<file path="src/design/plac_pkg.sv">
// ============================================================================
// plac_pkg
// Shared widths and the sequencer state type for the polyline length block.
// ============================================================================
`default_nettype none

package plac_pkg;

    localparam int COORD_W   = 24;
    localparam int DIFF_W    = COORD_W + 1;
    localparam int RAD_W     = 2 * DIFF_W;
    localparam int ROOT_W    = DIFF_W;
    localparam int ITER_W    = $clog2(ROOT_W);
    localparam int SUM_W     = 40;
    localparam int CNT_OUT_W = 11;

    typedef enum logic [2:0] {
        ST_IDLE,
        ST_DIFF,
        ST_SQ_X,
        ST_SQ_Y,
        ST_SUMSQ,
        ST_ROOT,
        ST_ACCUM,
        ST_RESULT
    } plac_state_t;

endpackage

`default_nettype wire

</file>
<file path="src/design/plac_sqrt.sv">
// ============================================================================
// plac_sqrt
// Restoring digit-recurrence integer square root, one root bit per cycle.
// ============================================================================
`default_nettype none

module plac_sqrt (
    input  wire logic                        aclk,
    input  wire logic                        aresetn,
    input  wire logic                        start,
    input  wire logic [plac_pkg::RAD_W-1:0]  radicand,
    output logic                             done,
    output logic [plac_pkg::ROOT_W-1:0]      root
);
    import plac_pkg::*;

    logic [RAD_W-1:0]    rad_reg;
    logic [ROOT_W:0]     rem_reg;
    logic [ROOT_W-1:0]   root_reg;
    logic [ITER_W-1:0]   iter_reg;
    logic                busy_reg;
    logic                done_reg;

    logic [ROOT_W+2:0]   rem_shift;
    logic [ROOT_W+2:0]   trial;
    logic [ROOT_W+2:0]   rem_diff;
    logic                fits;

    assign rem_shift = {rem_reg, rad_reg[RAD_W-1 -: 2]};
    assign trial     = {1'b0, root_reg, 2'b01};
    assign rem_diff  = rem_shift - trial;
    assign fits      = rem_shift >= trial;

    always_ff @(posedge aclk) begin
        if (!aresetn) begin
            busy_reg <= 1'b0;
            done_reg <= 1'b0;
        end else begin
            done_reg <= 1'b0;
            if (start) begin
                busy_reg <= 1'b1;
            end else if (busy_reg && iter_reg == '0) begin
                busy_reg <= 1'b0;
                done_reg <= 1'b1;
            end
        end
    end

    always_ff @(posedge aclk) begin
        if (start) begin
            rad_reg  <= radicand;
            rem_reg  <= '0;
            root_reg <= '0;
            iter_reg <= ITER_W'(ROOT_W - 1);
        end else if (busy_reg) begin
            rad_reg  <= {rad_reg[RAD_W-3:0], 2'b00};
            iter_reg <= iter_reg - 1'b1;
            if (fits) begin
                rem_reg  <= rem_diff[ROOT_W:0];
                root_reg <= {root_reg[ROOT_W-2:0], 1'b1};
            end else begin
                rem_reg  <= rem_shift[ROOT_W:0];
                root_reg <= {root_reg[ROOT_W-2:0], 1'b0};
            end
        end
    end

    assign done = done_reg;
    assign root = root_reg;

endmodule

`default_nettype wire

</file>
<file path="src/design/polyline_length_accumulator.sv">
// ============================================================================
// polyline_length_accumulator
// Sums Euclidean segment lengths of a stream of Q15.8 polyline vertices.
// ============================================================================
// Vertices arrive as words of {y, x}; tlast marks the final vertex. The first
// vertex of a figure runs no segment. Every later vertex keeps the sequencer
// busy after it is taken: one subtract, two squarings through one shared
// 25x25 multiplier, a sum of squares, the bit-serial square root, its done
// strobe and the accumulate. A new vertex is not taken until the last one is
// through. In closed mode the final vertex of a figure of two or more vertices
// also runs the closing segment back to the first vertex. s_axis_tready is
// high only while the sequencer is idle; a finished result sits in an output
// register until taken, and a new figure may start meanwhile.
`default_nettype none

module polyline_length_accumulator #(
    parameter int MAX_POINTS = 1024
) (
    input  wire logic         aclk,
    input  wire logic         aresetn,
    input  wire logic         cfg_we,
    input  wire logic         cfg_wdata,     // closed_mode
    input  wire logic         s_axis_tvalid,
    output logic              s_axis_tready,
    input  wire logic [47:0]  s_axis_tdata,  // [23:0] x_coord, [47:24] y_coord
    input  wire logic         s_axis_tlast,  // last_point
    output logic              m_axis_tvalid,
    input  wire logic         m_axis_tready,
    output logic [55:0]       m_axis_tdata,  // [39:0] total_length, [50:40] point_count
    output logic [0:0]        m_axis_tuser   // [0] too_few_points
);
    import plac_pkg::*;

    localparam int CNT_W = $clog2(MAX_POINTS + 1);

    plac_state_t state_reg, state_next;

    logic                       closed_mode_reg;
    logic signed [COORD_W-1:0]  first_x_reg, first_y_reg;
    logic signed [COORD_W-1:0]  prev_x_reg, prev_y_reg;
    logic signed [COORD_W-1:0]  cur_x_reg, cur_y_reg;
    logic signed [COORD_W-1:0]  opa_x_reg, opa_y_reg;
    logic                       last_reg;
    logic                       closing_reg;
    logic [SUM_W-1:0]           sum_reg;
    logic [CNT_W-1:0]           cnt_reg;
    logic [DIFF_W-1:0]          dx_abs_reg, dy_abs_reg;
    logic [RAD_W-1:0]           prod_reg, sq_x_reg;

    logic [SUM_W-1:0]           m_total_reg;
    logic [CNT_OUT_W-1:0]       m_count_reg;
    logic                       m_flag_reg;
    logic                       m_valid_reg;

    logic                       in_acc;
    logic                       out_load;
    logic                       sqrt_start;
    logic                       sqrt_done;
    logic [ROOT_W-1:0]          sqrt_root;

    logic signed [COORD_W-1:0]  in_x, in_y;
    logic signed [DIFF_W-1:0]   dx, dy;
    logic [DIFF_W-1:0]          mul_in;
    logic [RAD_W-1:0]           prod;
    logic [SUM_W:0]             sum_ext;

    assign in_x = s_axis_tdata[23:0];
    assign in_y = s_axis_tdata[47:24];

    plac_sqrt u_sqrt (
        .aclk     (aclk),
        .aresetn  (aresetn),
        .start    (sqrt_start),
        .radicand (sq_x_reg + prod_reg),
        .done     (sqrt_done),
        .root     (sqrt_root)
    );

    // next state
    always_comb begin
        state_next = state_reg;
        unique case (state_reg)
            ST_IDLE: begin
                if (in_acc) begin
                    if (cnt_reg != '0) begin
                        state_next = ST_DIFF;
                    end else if (s_axis_tlast) begin
                        state_next = ST_RESULT;
                    end
                end
            end
            ST_DIFF:  state_next = ST_SQ_X;
            ST_SQ_X:  state_next = ST_SQ_Y;
            ST_SQ_Y:  state_next = ST_SUMSQ;
            ST_SUMSQ: state_next = ST_ROOT;
            ST_ROOT: begin
                if (sqrt_done) begin
                    state_next = ST_ACCUM;
                end
            end
            ST_ACCUM: begin
                if (closing_reg || !last_reg) begin
                    state_next = closing_reg ? ST_RESULT : ST_IDLE;
                end else if (closed_mode_reg) begin
                    state_next = ST_DIFF;
                end else begin
                    state_next = ST_RESULT;
                end
            end
            ST_RESULT: begin
                if (out_load) begin
                    state_next = ST_IDLE;
                end
            end
            default: state_next = ST_IDLE;
        endcase
    end

    // control strobes
    always_comb begin
        s_axis_tready = (state_reg == ST_IDLE);
        sqrt_start    = (state_reg == ST_SUMSQ);
        out_load      = (state_reg == ST_RESULT) && (!m_valid_reg || m_axis_tready);
    end

    assign in_acc = s_axis_tvalid && s_axis_tready;

    assign dx      = DIFF_W'(opa_x_reg) - DIFF_W'(cur_x_reg);
    assign dy      = DIFF_W'(opa_y_reg) - DIFF_W'(cur_y_reg);
    assign mul_in  = (state_reg == ST_SQ_X) ? dx_abs_reg : dy_abs_reg;
    assign prod    = RAD_W'(mul_in) * RAD_W'(mul_in);
    assign sum_ext = {1'b0, sum_reg} + (SUM_W + 1)'(sqrt_root);

    always_ff @(posedge aclk) begin
        if (!aresetn) begin
            state_reg       <= ST_IDLE;
            closed_mode_reg <= 1'b0;
            cnt_reg         <= '0;
            m_valid_reg     <= 1'b0;
        end else begin
            state_reg <= state_next;
            if (cfg_we) begin
                closed_mode_reg <= cfg_wdata;
            end
            if (in_acc) begin
                if (cnt_reg == '0) begin
                    cnt_reg <= CNT_W'(1);
                end else if (cnt_reg < CNT_W'(MAX_POINTS)) begin
                    cnt_reg <= cnt_reg + 1'b1;
                end
            end else if (out_load) begin
                cnt_reg <= '0;
            end
            if (out_load) begin
                m_valid_reg <= 1'b1;
            end else if (m_axis_tready) begin
                m_valid_reg <= 1'b0;
            end
        end
    end

    always_ff @(posedge aclk) begin
        unique case (state_reg)
            ST_IDLE: begin
                if (in_acc) begin
                    cur_x_reg   <= in_x;
                    cur_y_reg   <= in_y;
                    prev_x_reg  <= in_x;
                    prev_y_reg  <= in_y;
                    opa_x_reg   <= prev_x_reg;
                    opa_y_reg   <= prev_y_reg;
                    last_reg    <= s_axis_tlast;
                    closing_reg <= 1'b0;
                    if (cnt_reg == '0) begin
                        first_x_reg <= in_x;
                        first_y_reg <= in_y;
                        sum_reg     <= '0;
                    end
                end
            end
            ST_DIFF: begin
                dx_abs_reg <= dx[DIFF_W-1] ? DIFF_W'(-dx) : DIFF_W'(dx);
                dy_abs_reg <= dy[DIFF_W-1] ? DIFF_W'(-dy) : DIFF_W'(dy);
            end
            ST_SQ_X: begin
                prod_reg <= prod;
            end
            ST_SQ_Y: begin
                sq_x_reg <= prod_reg;
                prod_reg <= prod;
            end
            ST_ACCUM: begin
                sum_reg <= sum_ext[SUM_W] ? {SUM_W{1'b1}} : sum_ext[SUM_W-1:0];
                if (!closing_reg && last_reg && closed_mode_reg) begin
                    opa_x_reg   <= first_x_reg;
                    opa_y_reg   <= first_y_reg;
                    closing_reg <= 1'b1;
                end
            end
            ST_RESULT: begin
                if (out_load) begin
                    m_total_reg <= sum_reg;
                    m_count_reg <= CNT_OUT_W'(cnt_reg);
                    m_flag_reg  <= closed_mode_reg && (cnt_reg < CNT_W'(2));
                end
            end
            default: begin
            end
        endcase
    end

    assign m_axis_tvalid = m_valid_reg;
    assign m_axis_tdata  = {5'b0, m_count_reg, m_total_reg};
    assign m_axis_tuser  = m_flag_reg;

endmodule

`default_nettype wire

</file>
<file path="config.mk">
export PLATFORM = sky130hd
export DESIGN_NAME = polyline_length_accumulator
export DESIGN_NICKNAME = d
export VERILOG_FILES = /design/src/design/plac_pkg.sv /design/src/design/plac_sqrt.sv /design/src/design/polyline_length_accumulator.sv
export SDC_FILE = /design/constraint.sdc
export NUM_CORES = 2
export LEC_CHECK = 0
export BUFFER_PORTS_ARGS = -buffer_cell sky130_fd_sc_hd__clkbuf_2
export CORE_ASPECT_RATIO = 1.75
export CORE_MARGIN = 5
export CORE_UTILIZATION = 65
export CTS_CLUSTER_SIZE = 8
export DETAILED_ROUTE_END_ITERATION = 8
export PLACE_DENSITY = 0.95
export SYNTH_ARGS = -nofsm -noshare
export SYNTH_HDL_FRONTEND = slang
export SYNTH_SLANG_ARGS = --single-unit
</file>
<file path="constraint.sdc">
create_clock -name aclk -period 14 [get_ports aclk]
set_input_delay 2.8 -clock aclk [delete_from_list [all_inputs] [get_ports aclk]]
set_output_delay 2.8 -clock aclk [all_outputs]
set_load 0.01 [all_outputs]
</file>
---- After elaboration in Yosys (flattened, before gate mapping) ----
Cells that the tools add are included.
cells by class
  div/mod/pow operators ................... 0
  $lt $le $gt $ge ......................... 3
  add/sub/neg operators ................... 9
  eq/ne operators ......................... 14
  muxes and demuxes ....................... 38
  reduce and logical (&&, ||, !) cells .... 29
  shifts and indexed selects .............. 0
  bitwise logic cells ..................... 1
  multipliers ............................. 1
operators by type and width
  operator                                                     count
  2-to-1 mux 24 bit                                            6
  2-to-1 mux 40 bit                                            3
  2-to-1 mux 50 bit                                            2
  one-hot mux 24 bit (2 select lines)                          2
  one-hot mux 40 bit (2 select lines)                          1
  adder 50 bit                                                 1
  multiplier 25 x 25 -> 50 bit                                 1
  negator 25 bit                                               2
  subtractor 24 x 24 -> 25 bit                                 2
  2-to-1 mux 11 bit                                            4
  adder 40 x 25 -> 41 bit                                      1
  >= comparator 28 x 27 -> 1 bit                               1
  2-to-1 mux 26 bit                                            1
  subtractor 26 bit                                            1
  2-to-1 mux 25 bit                                            1
  2-to-1 mux 3 bit                                             8
  one-hot mux 3 bit (8 select lines)                           1
  == test 3 bit, second input constant                         4
  adder 11 x 1 -> 11 bit, second input constant                1
  zero test 11 bit                                             1
  less-than comparator 11 bit, second input constant           1
  less-than comparator 11 x 2 -> 1 bit, second input constant  1
  nonzero test 11 bit                                          1
  nonzero test 2 bit                                           5
  other kinds (18)                                             43
storage, ports and cells
  ROM bits ................................ 0
  input bits .............................. 55
  output and inout bits ................... 59
  bits in latches ......................... 0
  register bits after elaboration ......... 512
  word-level logic and storage cells ...... 123
  memories ................................ 0
  bits in writable memories ............... 0

---- Depth between registers and ports, before layout ----
  word-level depth ........................ 5
  gate-level depth with buffers ........... 36
  depth with buffers taken out ............ 32

---- Cells and area by module ----
From an unflattened synthesis, not the netlist that was laid out.
second synthesis, totals
  cells, all modules ...................... 4246
  area, all modules ....................... 43902.1 um^2
by module, submodules not included
  module                       area each (um^2)  sequential area each (um^2)  times used  cells an instance
  polyline_length_accumulator  37966.4           11911.4                      1           3676
  plac_sqrt                    5935.7            2662.6                       1           570

---- Worst setup path after synthesis ----
No wires, ideal clock.
  path kind ............................... reg-to-reg
  start point ............................. reg state_reg[1]
  end point ............................... reg prod_reg[48] (data pin)
  arrival ................................. 10643 ps
  setup time .............................. 265 ps
  clock period less this slack ............ 10909 ps
  path slack .............................. 3091 ps
  data required time ...................... 13735 ps
  stages on the path, launching flop included .. 36
  path buffers ............................ 4
  cell sequence ........................... dfxtp_1 > nor2b_1 > and2_1 > clkbuf_1 > buf_2 > buf_1 > mux2i_1 > inv_1 > buf_1 > nand2_1 > fa_1 > inv_1 > fa_1 > inv_1 > fa_1 > inv_1 > fa_1 > inv_1 > fa_1 > inv_1 > fa_1 > inv_1 > fa_1 > inv_1 > ha_1 > a21o_1 > a31o_2 > a211oi_1 > o21bai_1 > o21a_1 > o41a_1 > and3b_1 > o211ai_1 > a31oi_1 > o21ai_0 > xor2_1
on the way
  word-level cells in the longest chain between the ends .. 3
RTL lines
  item                          RTL line                            RTL
  from (decl)                   polyline_length_accumulator.sv:36   plac_state_t state_reg, state_next;
  from (signal assigned)        polyline_length_accumulator.sv:141  state_reg <= state_next;
  == test 3 x 2 -> 1 bit        polyline_length_accumulator.sv:130  assign mul_in = (state_reg == ST_SQ_X) ? dx_abs_reg : dy_abs_reg;
  2-to-1 mux 25 bit             polyline_length_accumulator.sv:130
  multiplier 25 x 25 -> 50 bit  polyline_length_accumulator.sv:131  assign prod = RAD_W'(mul_in) * RAD_W'(mul_in);
  via prod[48]                  polyline_length_accumulator.sv:64   logic [RAD_W-1:0] prod;
  to (signal assigned)          polyline_length_accumulator.sv:186  prod_reg <= prod;
  to (signal assigned)          polyline_length_accumulator.sv:190  prod_reg <= prod;
  to (decl)                     polyline_length_accumulator.sv:48   logic [RAD_W-1:0] prod_reg, sq_x_reg;
The timed path passes the listed nets, and every way through them passes these cells.
A chain may end at the register's enable or synchronous reset.

---- Worst setup path after layout ----
  start point ............................. reg state_reg[1]
  end point ............................... reg prod_reg[45] (data pin)
Same word-level chain as after synthesis.

==> run summary <==
largest net degree at the start of global routing = 104
yosys warns = 0
vias post-DR = 32913
EDFF count, synth = 436
commonest non-fill, non-tap cell in the layout = inv_1
Synth-to-Final Area Change = 8.25%
slowest cell delay on critical path = 1090 ps
crit-path max FO = 51
grt total ovfl = 0
HP Class = flip-flop to flip-flop
Final Hold Viols = 0
Worst slew margin = 0.0991
vias in the first global route = 35846
average routed wire per standard cell = 22.0 um
startpoint types = flip-flop
Gate Count Post-Synth = 4276
Die H = 353 um
Setup crit end kind = flip-flop
cell area after synthesis = 43600 sq um
area share of and/or/nand/nor cells after synthesis = 0.0974
setup TNS = 0 ps
CTS resizes = 0
CTS root buf = clkbuf_16
xor/xnor share of the synthesized area = 0.0456
Max Freq = 89.4 MHz
antenna viol nets, final = 0
GRT Total Usage = 0.323
worst slew pin tran = 1310 ps
# setup viols final = 0
CTS clk-pin slew, worst paths = 50 ps
WL final = 116000 um
Worst Path Arrival = 11560 ps
Tcrit/Tclk final = 0.799
top_reg_cell synth = edfxtp_1
mux share of post-synthesis cell area = 0.0172
TritonCTS Sinks = 510
H-tree Lvls = 3
Ports = 114
compound-cell area share of the yosys netlist = 0.117
Max-cap violations = 0
nets@finish = 5214
cts bufs inserted = 74
DRC viols = 0
first-pass GRT wire length = 184000 um
Top cell by count, worst path = inv_1
Post-CTS Hold Fix Bufs = 0
GP Congestion = 1.08
Unique masters post-synth = 85
IO buf count = 108
CTS max path bufs = 3
#FFs+latches synth = 510
vias per inst = 6.21
commonest non-fill, non-tap cells in the layout = inv_1 (758), fa_1 (469), edfxtp_1 (436)
layout cells sized above 1 = 0.0638
crit path kind = flip-flop to flip-flop
Initial Utilization = 0.656
Worst Path Required = 14380 ps
Post-Place Cells = 5171
TritonRoute pass-1 iters = 6
asr flop ratio synth = 0
non-filler cells, final = 5296
slowest CP cell = mux2i_1
flop2flop setup slack = 2820 ps
setup repair after global routing missed its margin = no
Adder-Cell Fraction of Synth Area = 0.311
max reg flops = 50
core area = 66500 sq um
Die W = 206 um
final clock skew = 54.4 ps
status = completed
fillers = 4257
row count = 125
Initial DRC Count = 2804
largest family of logic cells by synthesized area = adder cells
Max Slew Vio Count = 0
initial antenna violation count = 2
sequential area share after synthesis = 0.334
post-CTS setup buffers = 0
Final min period = 11180 ps
Final HPWL DP = 86500 um
Avg Cell Area, Syn = 10.2 sq um
die area = 72600 sq um
CTS tree = done
worst skew pair latency = 660 ps
synthesized netlist by cell type, types with 5 or more instances:
master / n / area [sq um]
and3_1: 39 / 244
a31oi_1: 35 / 219
a221oi_1: 5 / 43.8
buf_4: 5 / 37.5
inv_1: 760 / 2850
o21a_1: 32 / 240
a21boi_0: 5 / 37.5
or3_1: 11 / 68.8
nor4_1: 9 / 56.3
nand2b_1: 26 / 163
xnor2_1: 141 / 1230
fa_1: 469 / 9390
o31ai_1: 11 / 82.6
clkbuf_1: 106 / 398
a21o_1: 118 / 886
nor3_1: 38 / 190
buf_1: 15 / 56.3
nand4_1: 23 / 144
mux2i_1: 56 / 561
nor2b_1: 30 / 188
nand3b_1: 6 / 45.0
buf_2: 6 / 30.0
a21oi_1: 226 / 1130
xor2_1: 86 / 753
nand3_1: 55 / 275
a211o_1: 7 / 61.3
o21ai_0: 221 / 1110
o21bai_1: 30 / 225
ha_1: 332 / 4150
a211oi_1: 25 / 188
o211ai_1: 18 / 135
dfxtp_1: 74 / 1480
edfxtp_1: 436 / 13100
a31o_2: 6 / 52.6
mux2_2: 17 / 191
nor2_1: 309 / 1160
nand2_1: 367 / 1380
and2_1: 16 / 100
clkinv_1: 5 / 18.8
nor3b_1: 5 / 37.5
o21ai_1: 8 / 40.0
stage by stage:
step | instance area, sq um | hold WS (ps) | utilization | setup WS [ps]
6_report | 47200 | 449 | 0.710 | 2820
5_1_grt | 47200 | 462 | 0.710 | 2480
4_1_cts | 47200 | 453 | 0.710 | 3040
3_5_place_dp | 45000 | 447 | 0.677 | 3050
3_3_place_gp | 45000 | 435 | 0.677 | 3400
2_1_floorplan | 43600 | 433 | - | 3090
metal layers:
metal / up-vias / part of all wire / wire length (um) / global-route usage
met4: 0 / 0.095 / 11100 / 0.248
met2: 1941 / 0.53 / 61900 / 0.593
met5: - / 0 / 0 / 0
li1: 14373 / - / - / -
met1: 15806 / 0.31 / 35600 / 0.312
met3: 793 / 0.066 / 7730 / 0.0605
worst max-delay path, delay by kind of cell (launching register included):
family	cells	cell delay, ps
AO/OA/AOI/OAI	7	2050
XOR/XNOR	1	80
adder cells (fa/ha/maj)	8	3670
buffers and inverters	11	1870
flip-flops	1	600
multiplexers	1	1090
AND/OR/NAND/NOR	5	1510
final timing paths:
check / start / endpoint / depth (start not counted)
hold / removal: prod_reg[44] / sq_x_reg[44] / 0
hold reg to reg: prod_reg[44] / sq_x_reg[44] / 0
setup reg to reg: state_reg[1] / prod_reg[45] / 33
setup / recovery: state_reg[1] / prod_reg[45] / 33
final cells by class:
cell class / count / area [sq um] / area share
inverter: 765 / 2870 / 0.0608
clock inverter: 9 / 158 / 0.00334
timing repair buffer: 134 / 736 / 0.0156
tap: 889 / 1110 / 0.0236
sequential: 510 / 14600 / 0.309
antenna: 2 / 5.00 / 0.000106
multi-input combinational: 2873 / 25700 / 0.545
clock buffer: 114 / 2020 / 0.0429
cell families (layout without fill, tap and decap cells):
logic type | after synthesis | after routing
AND/OR/NAND/NOR | 957 | 957
buffers and inverters | 897 | 1022
AO/OA/AOI/OAI | 810 | 810
adder cells (fa/ha/maj) | 801 | 801
flip-flops | 510 | 510
XOR/XNOR | 227 | 227
multiplexers | 73 | 73
other | 1 | 7
Power is not shown: default switching activity piles up to over one toggle a cycle in this logic, so the estimate is an artifact.
